--- config.mk ---
export PLATFORM = sky130hd
export DESIGN_NAME = message_mailbox_fifo
export DESIGN_NICKNAME = d
export VERILOG_FILES = /design/src/design/mmf_pkg.sv /design/src/design/message_mailbox_fifo.sv /design/src/design/mmf_ram.sv /design/src/design/mmf_front.sv /design/src/design/mmf_out.sv /design/src/design/mmf_back.sv
export SDC_FILE = /design/constraint.sdc
export NUM_CORES = 2
export LEC_CHECK = 0
export ABC_CLOCK_PERIOD_IN_PS = 3700
export BUFFER_PORTS_ARGS = -buffer_cell sky130_fd_sc_hd__buf_4
export CAP_MARGIN = 20
export CORE_ASPECT_RATIO = 0.5
export CORE_MARGIN = 2
export CORE_UTILIZATION = 25
export CTS_BUF_LIST = sky130_fd_sc_hd__clkbuf_8
export DETAILED_ROUTE_END_ITERATION = 8
export HOLD_SLACK_MARGIN = 0.03
export PLACE_DENSITY = 0.47
export SYNTH_ARGS = -nofsm -noshare
export SYNTH_HDL_FRONTEND = slang
export SYNTH_SLANG_ARGS = --single-unit
--- constraint.sdc ---
create_clock -name clk -period 3.7 [get_ports clk]
set_input_delay 0.185 -clock clk [delete_from_list [all_inputs] [get_ports clk]]
set_output_delay 0.185 -clock clk [all_outputs]
set_load 0.01 [all_outputs]
--- src/design/mmf_pkg.sv ---
`default_nettype none

package mmf_pkg;

	localparam int unsigned BYTE_W = 8;
	localparam int unsigned LEN_W  = 7;
	localparam logic [LEN_W-1:0] CAP_MAX = 7'd64;

	typedef enum logic [1:0] {
		REQ_RESET = 2'd0,
		REQ_SEND  = 2'd1,
		REQ_RECV  = 2'd2,
		REQ_CLOSE = 2'd3
	} req_kind_t;

	typedef struct packed {
		logic [1:0]        req_type;
		logic [BYTE_W-1:0] send_byte;
		logic              send_last;
		logic [LEN_W-1:0]  capacity;
	} req_t;

	typedef struct packed {
		logic              accepted;
		logic [BYTE_W-1:0] recv_byte;
		logic [LEN_W-1:0]  message_length;
		logic              result_last;
	} rsp_t;

	typedef struct packed {
		req_kind_t         kind;
		logic [BYTE_W-1:0] data;
		logic              last;
		logic [LEN_W-1:0]  cap;
	} cmd_t;

	typedef struct packed {
		logic valid;
		rsp_t data;
	} push_t;

	typedef struct packed {
		logic [1:0] count;
		logic       pop;
	} ob_status_t;

	typedef enum logic [1:0] {
		BK_IDLE,
		BK_RX_LEN,
		BK_RX_STREAM
	} back_state_t;

endpackage

`default_nettype wire

--- src/design/message_mailbox_fifo.sv ---
// Closable mailbox that queues up to SLOTS messages of 1 to MSG_BYTES bytes. Requests enter on
// req; a send takes one beat per byte and answers once on its last byte, a receive answers with
// one beat per byte of the oldest message (or one refusal beat), and reset and close answer with
// one beat each. Send, close and reset beats are processed at one per cycle, those that answer
// only while the result queue has room. A receive first fetches and checks the stored length,
// then streams one byte per cycle from the message RAM while the result queue has room. A two-
// entry request queue and a two-entry result queue let each side stall without holding up the
// other. No clearing pass is needed after reset.
`default_nettype none

module message_mailbox_fifo #(
	parameter int unsigned SLOTS     = 8,
	parameter int unsigned MSG_BYTES = 32
) (
	input  wire logic          clk,
	input  wire logic          arst_n,
	input  wire logic          req_valid,
	output logic               req_ready,
	input  wire mmf_pkg::req_t req,
	output logic               rsp_valid,
	input  wire logic          rsp_ready,
	output mmf_pkg::rsp_t      rsp
);

	logic                cmd_valid;
	mmf_pkg::cmd_t       cmd;
	logic                cmd_pop;
	mmf_pkg::ob_status_t status;
	mmf_pkg::push_t      push;

	mmf_front u_front (
		.clk       (clk),
		.arst_n    (arst_n),
		.req_valid (req_valid),
		.req_ready (req_ready),
		.req       (req),
		.cmd_valid (cmd_valid),
		.cmd       (cmd),
		.cmd_pop   (cmd_pop)
	);

	mmf_back #(.SLOTS(SLOTS), .MSG_BYTES(MSG_BYTES)) u_back (
		.clk       (clk),
		.arst_n    (arst_n),
		.cmd_valid (cmd_valid),
		.cmd       (cmd),
		.cmd_pop   (cmd_pop),
		.status    (status),
		.push      (push)
	);

	mmf_out u_out (
		.clk       (clk),
		.arst_n    (arst_n),
		.push      (push),
		.status    (status),
		.rsp_valid (rsp_valid),
		.rsp_ready (rsp_ready),
		.rsp       (rsp)
	);

endmodule

`default_nettype wire

--- src/design/mmf_ram.sv ---
`default_nettype none

module mmf_ram #(
	parameter int unsigned WIDTH = 8,
	parameter int unsigned DEPTH = 16
) (
	input  wire logic                     clk,
	input  wire logic                     we,
	input  wire logic [$clog2(DEPTH)-1:0] waddr,
	input  wire logic [WIDTH-1:0]         wdata,
	input  wire logic [$clog2(DEPTH)-1:0] raddr,
	output logic      [WIDTH-1:0]         rdata
);

	logic [WIDTH-1:0] mem_q [DEPTH];
	logic [WIDTH-1:0] rdata_q;

	always_ff @(posedge clk) begin
		if (we) begin
			mem_q[waddr] <= wdata;
		end
		rdata_q <= mem_q[raddr];
	end

	assign rdata = rdata_q;

endmodule

`default_nettype wire

--- src/design/mmf_front.sv ---
`default_nettype none

module mmf_front (
	input  wire logic          clk,
	input  wire logic          arst_n,
	input  wire logic          req_valid,
	output logic               req_ready,
	input  wire mmf_pkg::req_t req,
	output logic               cmd_valid,
	output mmf_pkg::cmd_t      cmd,
	input  wire logic          cmd_pop
);

	mmf_pkg::cmd_t dec;
	mmf_pkg::cmd_t q_q [2];
	logic          wr_q;
	logic          rd_q;
	logic [1:0]    cnt_q;
	logic          push;

	always_comb begin
		dec.kind = mmf_pkg::req_kind_t'(req.req_type);
		dec.data = req.send_byte;
		dec.last = req.send_last;
		dec.cap  = (req.capacity > mmf_pkg::CAP_MAX) ? mmf_pkg::CAP_MAX : req.capacity;
	end

	assign req_ready = (cnt_q != 2'd2);
	assign push      = req_valid && req_ready;
	assign cmd_valid = (cnt_q != 2'd0);
	assign cmd       = q_q[rd_q];

	always_ff @(posedge clk or negedge arst_n) begin
		if (!arst_n) begin
			wr_q  <= 1'b0;
			rd_q  <= 1'b0;
			cnt_q <= 2'd0;
		end else begin
			if (push) begin
				wr_q <= ~wr_q;
			end
			if (cmd_pop) begin
				rd_q <= ~rd_q;
			end
			cnt_q <= cnt_q + {1'b0, push} - {1'b0, cmd_pop};
		end
	end

	always_ff @(posedge clk) begin
		if (push) begin
			q_q[wr_q] <= dec;
		end
	end

endmodule

`default_nettype wire

--- src/design/mmf_out.sv ---
`default_nettype none

module mmf_out (
	input  wire logic           clk,
	input  wire logic           arst_n,
	input  wire mmf_pkg::push_t push,
	output mmf_pkg::ob_status_t status,
	output logic                rsp_valid,
	input  wire logic           rsp_ready,
	output mmf_pkg::rsp_t       rsp
);

	mmf_pkg::rsp_t q_q [2];
	logic          wr_q;
	logic          rd_q;
	logic [1:0]    cnt_q;
	logic          pop;

	assign rsp_valid    = (cnt_q != 2'd0);
	assign rsp          = q_q[rd_q];
	assign pop          = rsp_valid && rsp_ready;
	assign status.count = cnt_q;
	assign status.pop   = pop;

	always_ff @(posedge clk or negedge arst_n) begin
		if (!arst_n) begin
			wr_q  <= 1'b0;
			rd_q  <= 1'b0;
			cnt_q <= 2'd0;
		end else begin
			if (push.valid) begin
				wr_q <= ~wr_q;
			end
			if (pop) begin
				rd_q <= ~rd_q;
			end
			cnt_q <= cnt_q + {1'b0, push.valid} - {1'b0, pop};
		end
	end

	always_ff @(posedge clk) begin
		if (push.valid) begin
			q_q[wr_q] <= push.data;
		end
	end

endmodule

`default_nettype wire

--- src/design/mmf_back.sv ---
`default_nettype none

module mmf_back #(
	parameter int unsigned SLOTS     = 8,
	parameter int unsigned MSG_BYTES = 32
) (
	input  wire logic                clk,
	input  wire logic                arst_n,
	input  wire logic                cmd_valid,
	input  wire mmf_pkg::cmd_t       cmd,
	output logic                     cmd_pop,
	input  wire mmf_pkg::ob_status_t status,
	output mmf_pkg::push_t           push
);

	localparam int unsigned SW    = (SLOTS > 1) ? $clog2(SLOTS) : 1;
	localparam int unsigned OCC_W = $clog2(SLOTS + 1);
	localparam int unsigned OW    = $clog2(MSG_BYTES + 1);
	localparam int unsigned DEPTH = SLOTS * MSG_BYTES;
	localparam int unsigned AW    = $clog2(DEPTH);
	localparam int unsigned LW    = mmf_pkg::LEN_W;

	localparam logic [SW-1:0]    LAST_SLOT = SW'(SLOTS - 1);
	localparam logic [OCC_W-1:0] OCC_FULL  = OCC_W'(SLOTS);
	localparam logic [OW-1:0]    OFF_FULL  = OW'(MSG_BYTES);
	localparam logic [AW-1:0]    STRIDE    = AW'(MSG_BYTES);

	mmf_pkg::back_state_t state_q, state_d;

	logic [SW-1:0]    rslot_q, rslot_d;
	logic [SW-1:0]    wslot_q, wslot_d;
	logic [OCC_W-1:0] occ_q, occ_d;
	logic             closed_q, closed_d;
	logic [OW-1:0]    woff_q, woff_d;
	logic             srej_q, srej_d;
	logic [LW-1:0]    cap_q, cap_d;
	logic [LW-1:0]    len_q, len_d;
	logic [LW-1:0]    idx_q, idx_d;

	logic             s1_valid_q, s1_valid_d;
	mmf_pkg::rsp_t    s1_res_q, s1_res_d;
	logic             s1_ram_q, s1_ram_d;

	logic [2:0]       level;
	logic             can_issue;
	logic             room;
	logic             woff_full;
	logic [OW-1:0]    woff_inc;
	logic             send_ok;
	logic             recv_empty;
	logic             len_reject;
	logic             last_byte;

	logic             st_we;
	logic [AW-1:0]    st_waddr;
	logic [AW-1:0]    st_raddr;
	logic [7:0]       st_rdata;
	logic             ln_we;
	logic [LW-1:0]    ln_rdata;

	assign level      = 3'(status.count) - 3'(status.pop) + 3'(s1_valid_q);
	assign can_issue  = (level < 3'd2);
	assign room       = !closed_q && (occ_q < OCC_FULL);
	assign woff_full  = (woff_q >= OFF_FULL);
	assign woff_inc   = woff_full ? woff_q : woff_q + OW'(1);
	assign send_ok    = room && !srej_q && !woff_full;
	assign recv_empty = (occ_q == '0) || (cmd.cap == '0);
	assign len_reject = (ln_rdata == '0) || (cap_q < ln_rdata);
	assign last_byte  = (idx_q == len_q - LW'(1));

	assign st_waddr = AW'(wslot_q) * STRIDE + AW'(woff_q);
	assign st_raddr = AW'(rslot_q) * STRIDE + AW'(idx_q);

	mmf_ram #(.WIDTH(8), .DEPTH(DEPTH)) u_store (
		.clk   (clk),
		.we    (st_we),
		.waddr (st_waddr),
		.wdata (cmd.data),
		.raddr (st_raddr),
		.rdata (st_rdata)
	);

	mmf_ram #(.WIDTH(LW), .DEPTH(SLOTS)) u_lens (
		.clk   (clk),
		.we    (ln_we),
		.waddr (wslot_q),
		.wdata (LW'(woff_inc)),
		.raddr (rslot_q),
		.rdata (ln_rdata)
	);

	always_comb begin
		state_d = state_q;
		case (state_q)
			mmf_pkg::BK_IDLE: begin
				if (cmd_valid && cmd.kind == mmf_pkg::REQ_RECV && !recv_empty) begin
					state_d = mmf_pkg::BK_RX_LEN;
				end
			end
			mmf_pkg::BK_RX_LEN: begin
				if (!len_reject) begin
					state_d = mmf_pkg::BK_RX_STREAM;
				end else if (can_issue) begin
					state_d = mmf_pkg::BK_IDLE;
				end
			end
			mmf_pkg::BK_RX_STREAM: begin
				if (can_issue && last_byte) begin
					state_d = mmf_pkg::BK_IDLE;
				end
			end
			default: begin
				state_d = mmf_pkg::BK_IDLE;
			end
		endcase
	end

	always_comb begin
		rslot_d    = rslot_q;
		wslot_d    = wslot_q;
		occ_d      = occ_q;
		closed_d   = closed_q;
		woff_d     = woff_q;
		srej_d     = srej_q;
		cap_d      = cap_q;
		len_d      = len_q;
		idx_d      = idx_q;
		s1_valid_d = 1'b0;
		s1_res_d   = '0;
		s1_ram_d   = 1'b0;
		cmd_pop    = 1'b0;
		st_we      = 1'b0;
		ln_we      = 1'b0;

		s1_res_d.result_last = 1'b1;

		case (state_q)
			mmf_pkg::BK_IDLE: begin
				if (cmd_valid) begin
					case (cmd.kind)
						mmf_pkg::REQ_SEND: begin
							if (!cmd.last || can_issue) begin
								cmd_pop = 1'b1;
								st_we   = room && !woff_full;
								srej_d  = srej_q || woff_full;
								woff_d  = woff_inc;
								if (cmd.last) begin
									s1_valid_d = 1'b1;
									woff_d     = '0;
									srej_d     = 1'b0;
									if (send_ok) begin
										ln_we                   = 1'b1;
										wslot_d                 = (wslot_q == LAST_SLOT) ?
											'0 : wslot_q + SW'(1);
										occ_d                   = occ_q + OCC_W'(1);
										s1_res_d.accepted       = 1'b1;
										s1_res_d.message_length = LW'(woff_inc);
									end
								end
							end
						end
						mmf_pkg::REQ_RESET: begin
							if (can_issue) begin
								cmd_pop           = 1'b1;
								woff_d            = '0;
								srej_d            = 1'b0;
								rslot_d           = '0;
								wslot_d           = '0;
								occ_d             = '0;
								closed_d          = 1'b0;
								s1_valid_d        = 1'b1;
								s1_res_d.accepted = 1'b1;
							end
						end
						mmf_pkg::REQ_CLOSE: begin
							if (can_issue) begin
								cmd_pop           = 1'b1;
								woff_d            = '0;
								srej_d            = 1'b0;
								closed_d          = 1'b1;
								s1_valid_d        = 1'b1;
								s1_res_d.accepted = !closed_q;
							end
						end
						mmf_pkg::REQ_RECV: begin
							if (!recv_empty) begin
								cmd_pop = 1'b1;
								woff_d  = '0;
								srej_d  = 1'b0;
								cap_d   = cmd.cap;
							end else if (can_issue) begin
								cmd_pop    = 1'b1;
								woff_d     = '0;
								srej_d     = 1'b0;
								s1_valid_d = 1'b1;
							end
						end
						default: begin
							cmd_pop = 1'b0;
						end
					endcase
				end
			end
			mmf_pkg::BK_RX_LEN: begin
				if (!len_reject) begin
					len_d = ln_rdata;
					idx_d = '0;
				end else if (can_issue) begin
					s1_valid_d = 1'b1;
				end
			end
			mmf_pkg::BK_RX_STREAM: begin
				if (can_issue) begin
					s1_valid_d              = 1'b1;
					s1_ram_d                = 1'b1;
					s1_res_d.accepted       = 1'b1;
					s1_res_d.message_length = len_q;
					s1_res_d.result_last    = last_byte;
					idx_d                   = idx_q + LW'(1);
					if (last_byte) begin
						rslot_d = (rslot_q == LAST_SLOT) ? '0 : rslot_q + SW'(1);
						occ_d   = occ_q - OCC_W'(1);
					end
				end
			end
			default: begin
				s1_valid_d = 1'b0;
			end
		endcase
	end

	always_comb begin
		push.valid = s1_valid_q;
		push.data  = s1_res_q;
		if (s1_ram_q) begin
			push.data.recv_byte = st_rdata;
		end
	end

	always_ff @(posedge clk or negedge arst_n) begin
		if (!arst_n) begin
			state_q    <= mmf_pkg::BK_IDLE;
			rslot_q    <= '0;
			wslot_q    <= '0;
			occ_q      <= '0;
			closed_q   <= 1'b0;
			woff_q     <= '0;
			srej_q     <= 1'b0;
			s1_valid_q <= 1'b0;
		end else begin
			state_q    <= state_d;
			rslot_q    <= rslot_d;
			wslot_q    <= wslot_d;
			occ_q      <= occ_d;
			closed_q   <= closed_d;
			woff_q     <= woff_d;
			srej_q     <= srej_d;
			s1_valid_q <= s1_valid_d;
		end
	end

	always_ff @(posedge clk) begin
		cap_q    <= cap_d;
		len_q    <= len_d;
		idx_q    <= idx_d;
		s1_res_q <= s1_res_d;
		s1_ram_q <= s1_ram_d;
	end

`ifndef NO_ASSERTIONS
	a_occ_bound: assert property (@(posedge clk) disable iff (!arst_n)
		occ_q <= OCC_FULL)
		else $error("ring occupancy exceeds slot count");

	a_woff_bound: assert property (@(posedge clk) disable iff (!arst_n)
		woff_q <= OFF_FULL)
		else $error("send offset exceeds message size");

	a_no_overflow: assert property (@(posedge clk) disable iff (!arst_n)
		s1_valid_q |-> (3'(status.count) - 3'(status.pop)) < 3'd2)
		else $error("result beat pushed into a full output queue");

	a_stream_ok: assert property (@(posedge clk) disable iff (!arst_n)
		state_q == mmf_pkg::BK_RX_STREAM |-> (occ_q != '0) && (idx_q < len_q))
		else $error("receive stream without a stored message");

	a_pop_idle: assert property (@(posedge clk) disable iff (!arst_n)
		cmd_pop |-> cmd_valid && state_q == mmf_pkg::BK_IDLE)
		else $error("command taken outside idle state");
`endif

endmodule

`default_nettype wire
==> impl_metrics.tcl <==
set metrics [dict create \
    holdWs_ns 0.1418 \
    synth_area_per_cell_um2 20.62 \
    cpPeakStageDelay_ns 0.39 \
    clock_path_buffers 4 \
    async_flop_share_pct 1.297 \
    detail_route.wl_per_cell_um 26.11 \
    synth_cell_types 81 \
    final_hold_viol_count 0 \
    arrival_ns 4.29 \
    syn_to_final_growth_pct 22.39 \
    yosys.area_share.xor_xnor_pct 0.2597 \
    crit_path_start_kind "register" \
    outcome "finished, final reports clean" \
    grt_pass1_wl_um 369900 \
    grt_max_degree 128 \
    gp_congestion 0.8147 \
    portBuffers 39 \
    die_area_um2 355800 \
    synth_area_um2 87700 \
    mostFrequentLayoutCells "edfxtp_1, buf_4, mux4_2" \
    drc 0 \
    synth-adder-area-share_pct 0.5307 \
    post-place-ws_ns -0.4128 \
    yosys_register_bits 2236 \
    layout-drive-gt1-share_pct 35.53 \
    yosys_most_used_dff "edfxtp_1" \
    fmax_mhz 275.6 \
    cts_tree "yes" \
    n_fill_cell 33710 \
    htreeDepth 5 \
    period_share_pct 98.07 \
    fin_ws_ns 0.07142 \
    cp.depth 16 \
    vias_per_cell 4.621 \
    final_common_cell "edfxtp_1" \
    clk_pin_slew_worst_paths_ns 0.07 \
    peakVddDrop_uv 628.6 \
    reg2regPathDepth 16 \
    dp.cells 9407 \
    num_vias 46730 \
    period_needed_ns 3.629 \
    p_leak_nw 34.91 \
    die_w_um 841.6 \
    critPathKind "reg2reg" \
    yosys.area_share.simple_pct 3.000 \
    cp-endpoint "u_back.u_store.mem_q[47][0]$_DFFE_PP_" \
    cts_root_buf "clkbuf_8" \
    end_kind "register" \
    postRouteAntennaNets 0 \
    synth_mux_area_share_pct 15.49 \
    synth_nets 4311 \
    reg2reg_to "u_back.u_store.mem_q[47][0]$_DFFE_PP_" \
    p_per_area_nw_per_um2 757.2 \
    regToRegStartpoint "u_out.cnt_q[1]$_DFF_PN0_" \
    tightest_slew_ns 1.330 \
    nets 5231 \
    core_um2 348400 \
    startpoint "u_out.cnt_q[1]$_DFF_PN0_" \
    synth_top_family_by_area "multiplexers" \
    firstDrtPassIters 5 \
    cts_buffers 361 \
    path_buf_inv 4 \
    synth_compound_area_share_pct 2.869 \
    drtIter0Drc 4797 \
    regToRegSetupSlack_ns 0.07 \
    dp_hpwl_um 167400 \
    yosys_warnings 0 \
    stdcell_count 10110 \
    max_cap_viol_count 0 \
    cp_max_fo 8 \
    overflow 0 \
    insertion_delay_ns 1.01 \
    maxSlewViolCount 0 \
    crit_path_top_delay_cell "dfrtp_1" \
    synthCells 4253 \
    antenna_found_initial 15 \
    grt_pass1_vias 48240 \
    drt_wl_total_um 264000 \
    start_util_pct 25.17 \
    seq_area_frac_synth_pct 76.13 \
    cp_cell_sequence "or2_4 -> and2_4 -> ha_4 -> inv_1 -> ha_2 -> inv_2 -> fa_2 -> xnor2_2 -> nand2_2 -> nand2_2 -> and3_4 -> and2_4 -> nand2_8 -> buf_16 -> nor2_2 -> buf_6" \
    grt_usage_pct 14.37 \
    synth-edff-count 2184 \
    cp_top_family "simple AND/OR/NAND/NOR gates" \
    required_ns 4.37 \
    max-slew-margin-rel_pct 11.28 \
    hp-class "in2reg" \
    io_pins 41 \
    skew_ns 0.06778 \
    rows 153 \
    cts.sinks 2236 \
    chipHeight_um 422.8 \
    final-setup-viol-count 0 \
]
==> flip-flops by register name, summed over array words and instances, names as in the netlist, 6 cells and up <==
register	cells
u_back.cap_q	7
u_back.idx_q	7
u_back.len_q	6
u_back.push	8
u_back.u_lens.mem_q	48
u_back.u_lens.rdata	6
u_back.u_store.mem_q	2048
u_back.u_store.rdata	8
u_back.woff_q	6
u_front.q_q	36
u_out.q_q	32
==> timing repair <==
action	4_1_cts	5_1_grt
buffers inserted	0	6
endpoints found under the hold margin	107	0
pin swaps	1	10
gates cloned	4	6
hold buffers	36	0
endpoints found under the setup margin	2052	2049
gates resized for setup	71	217
==> power by group <==
group | internal (W) | switching (W)
Clock | 0.0107 | 0.0100
Combinational | 0.0108 | 0.0181
Sequential | 0.0313 | 0.000437
Total | 0.0528 | 0.0285
==> per-layer routing <==
layer / global-route usage (%) / part of all wire [%] / up-vias
li1: - / - / 19490
met1: 20.33 / 44 / 25100
met2: 22.69 / 46 / 1730
met3: 2.901 / 7.1 / 398
met4: 3.633 / 2.7 / 12
met5: 0 / 0.033 / -
==> cells by family (layout without fill, tap and decap cells) <==
kind of cell               after synthesis  in the layout
AOI/OAI and AO/OA                      357            357
buffers and inverters                  276           1480
xor gates and xnor gates                26             26
DFF                                   2236           2236
adders and majority gates               36             36
other                                    1              6
and+or+nand+nor                        602            602
muxes                                  719            719
==> layout make-up <==
cell class	count	area, um2	area share (%)
diodes	5	12.51	0.01166
clock buffers	377	5189	4.834
clock inverters	270	1647	1.534
inverters	36	140.1	0.1306
multi-input cells	1741	20260	18.87
flip-flops and latches	2236	66770	62.20
well taps	4650	5818	5.420
repair buffers	797	7507	6.994
==> tightest hold or removal path, cell delays in order <==
cell           delay (ns)
dlygate4sd3_1        0.54
buf_4                0.14
nand2_1              0.11
xnor2_1              0.07
==> cell usage after synthesis (17+ instances only) <==
| master | n | area (um2) |
|---|---|---|
| nor2b_1 | 25 | 156.4 |
| dfxtp_1 | 23 | 460.4 |
| nand2_1 | 134 | 503.0 |
| a2111oi_0 | 19 | 166.4 |
| buf_6 | 34 | 382.9 |
| a21oi_1 | 54 | 270.3 |
| a22o_1 | 22 | 192.7 |
| a221oi_1 | 17 | 148.9 |
| mux2_2 | 47 | 529.3 |
| o21ai_0 | 60 | 300.3 |
| and2_1 | 21 | 131.4 |
| edfxtp_1 | 2184 | 65580 |
| nor3_1 | 25 | 125.1 |
| nor2_1 | 315 | 1182 |
| ha_1 | 34 | 425.4 |
| o221ai_1 | 32 | 280.3 |
| clkbuf_1 | 112 | 420.4 |
| mux4_2 | 497 | 11190 |
| buf_4 | 29 | 217.7 |
| buf_2 | 40 | 200.2 |
| mux2i_1 | 168 | 1682 |
| o22ai_1 | 37 | 231.5 |
| buf_1 | 21 | 78.83 |
| a22oi_1 | 30 | 225.2 |
| inv_1 | 34 | 127.6 |
| dfrtp_1 | 29 | 725.7 |
==> worst min path at each step <==
| stage | start | endpoint | cells past startpoint |
|---|---|---|---|
| 2_1_floorplan | arst_n | u_back.closed_q$_DFFE_PN0P_ | 0 |
| 3_3_place_gp | arst_n | u_front.wr_q$_DFFE_PN0P_ | 1 |
| 3_5_place_dp | arst_n | u_front.wr_q$_DFFE_PN0P_ | 1 |
| 4_1_cts | req[0] | u_front.q_q[1][0]$_DFFE_PP_ | 3 |
| 5_1_grt | req[0] | u_front.q_q[1][0]$_DFFE_PP_ | 3 |
| 6_report | req_valid | u_front.wr_q$_DFFE_PN0P_ | 4 |
==> metrics by stage <==
step	util [%]	total power [W]	area (um2)	TNS (ns)
6_report	30.81	0.08128	107300	0
5_1_grt	30.81	0.08446	107300	-0.2779
4_1_cts	30.53	0.08199	106400	-0.01354
3_5_place_dp	28.36	0.06110	98800	-397.56
3_3_place_gp	28.36	0.06079	98800	-870.12
2_1_floorplan	-	0.04726	87700	0
Note: power is estimated with default switching activity, not from simulation.
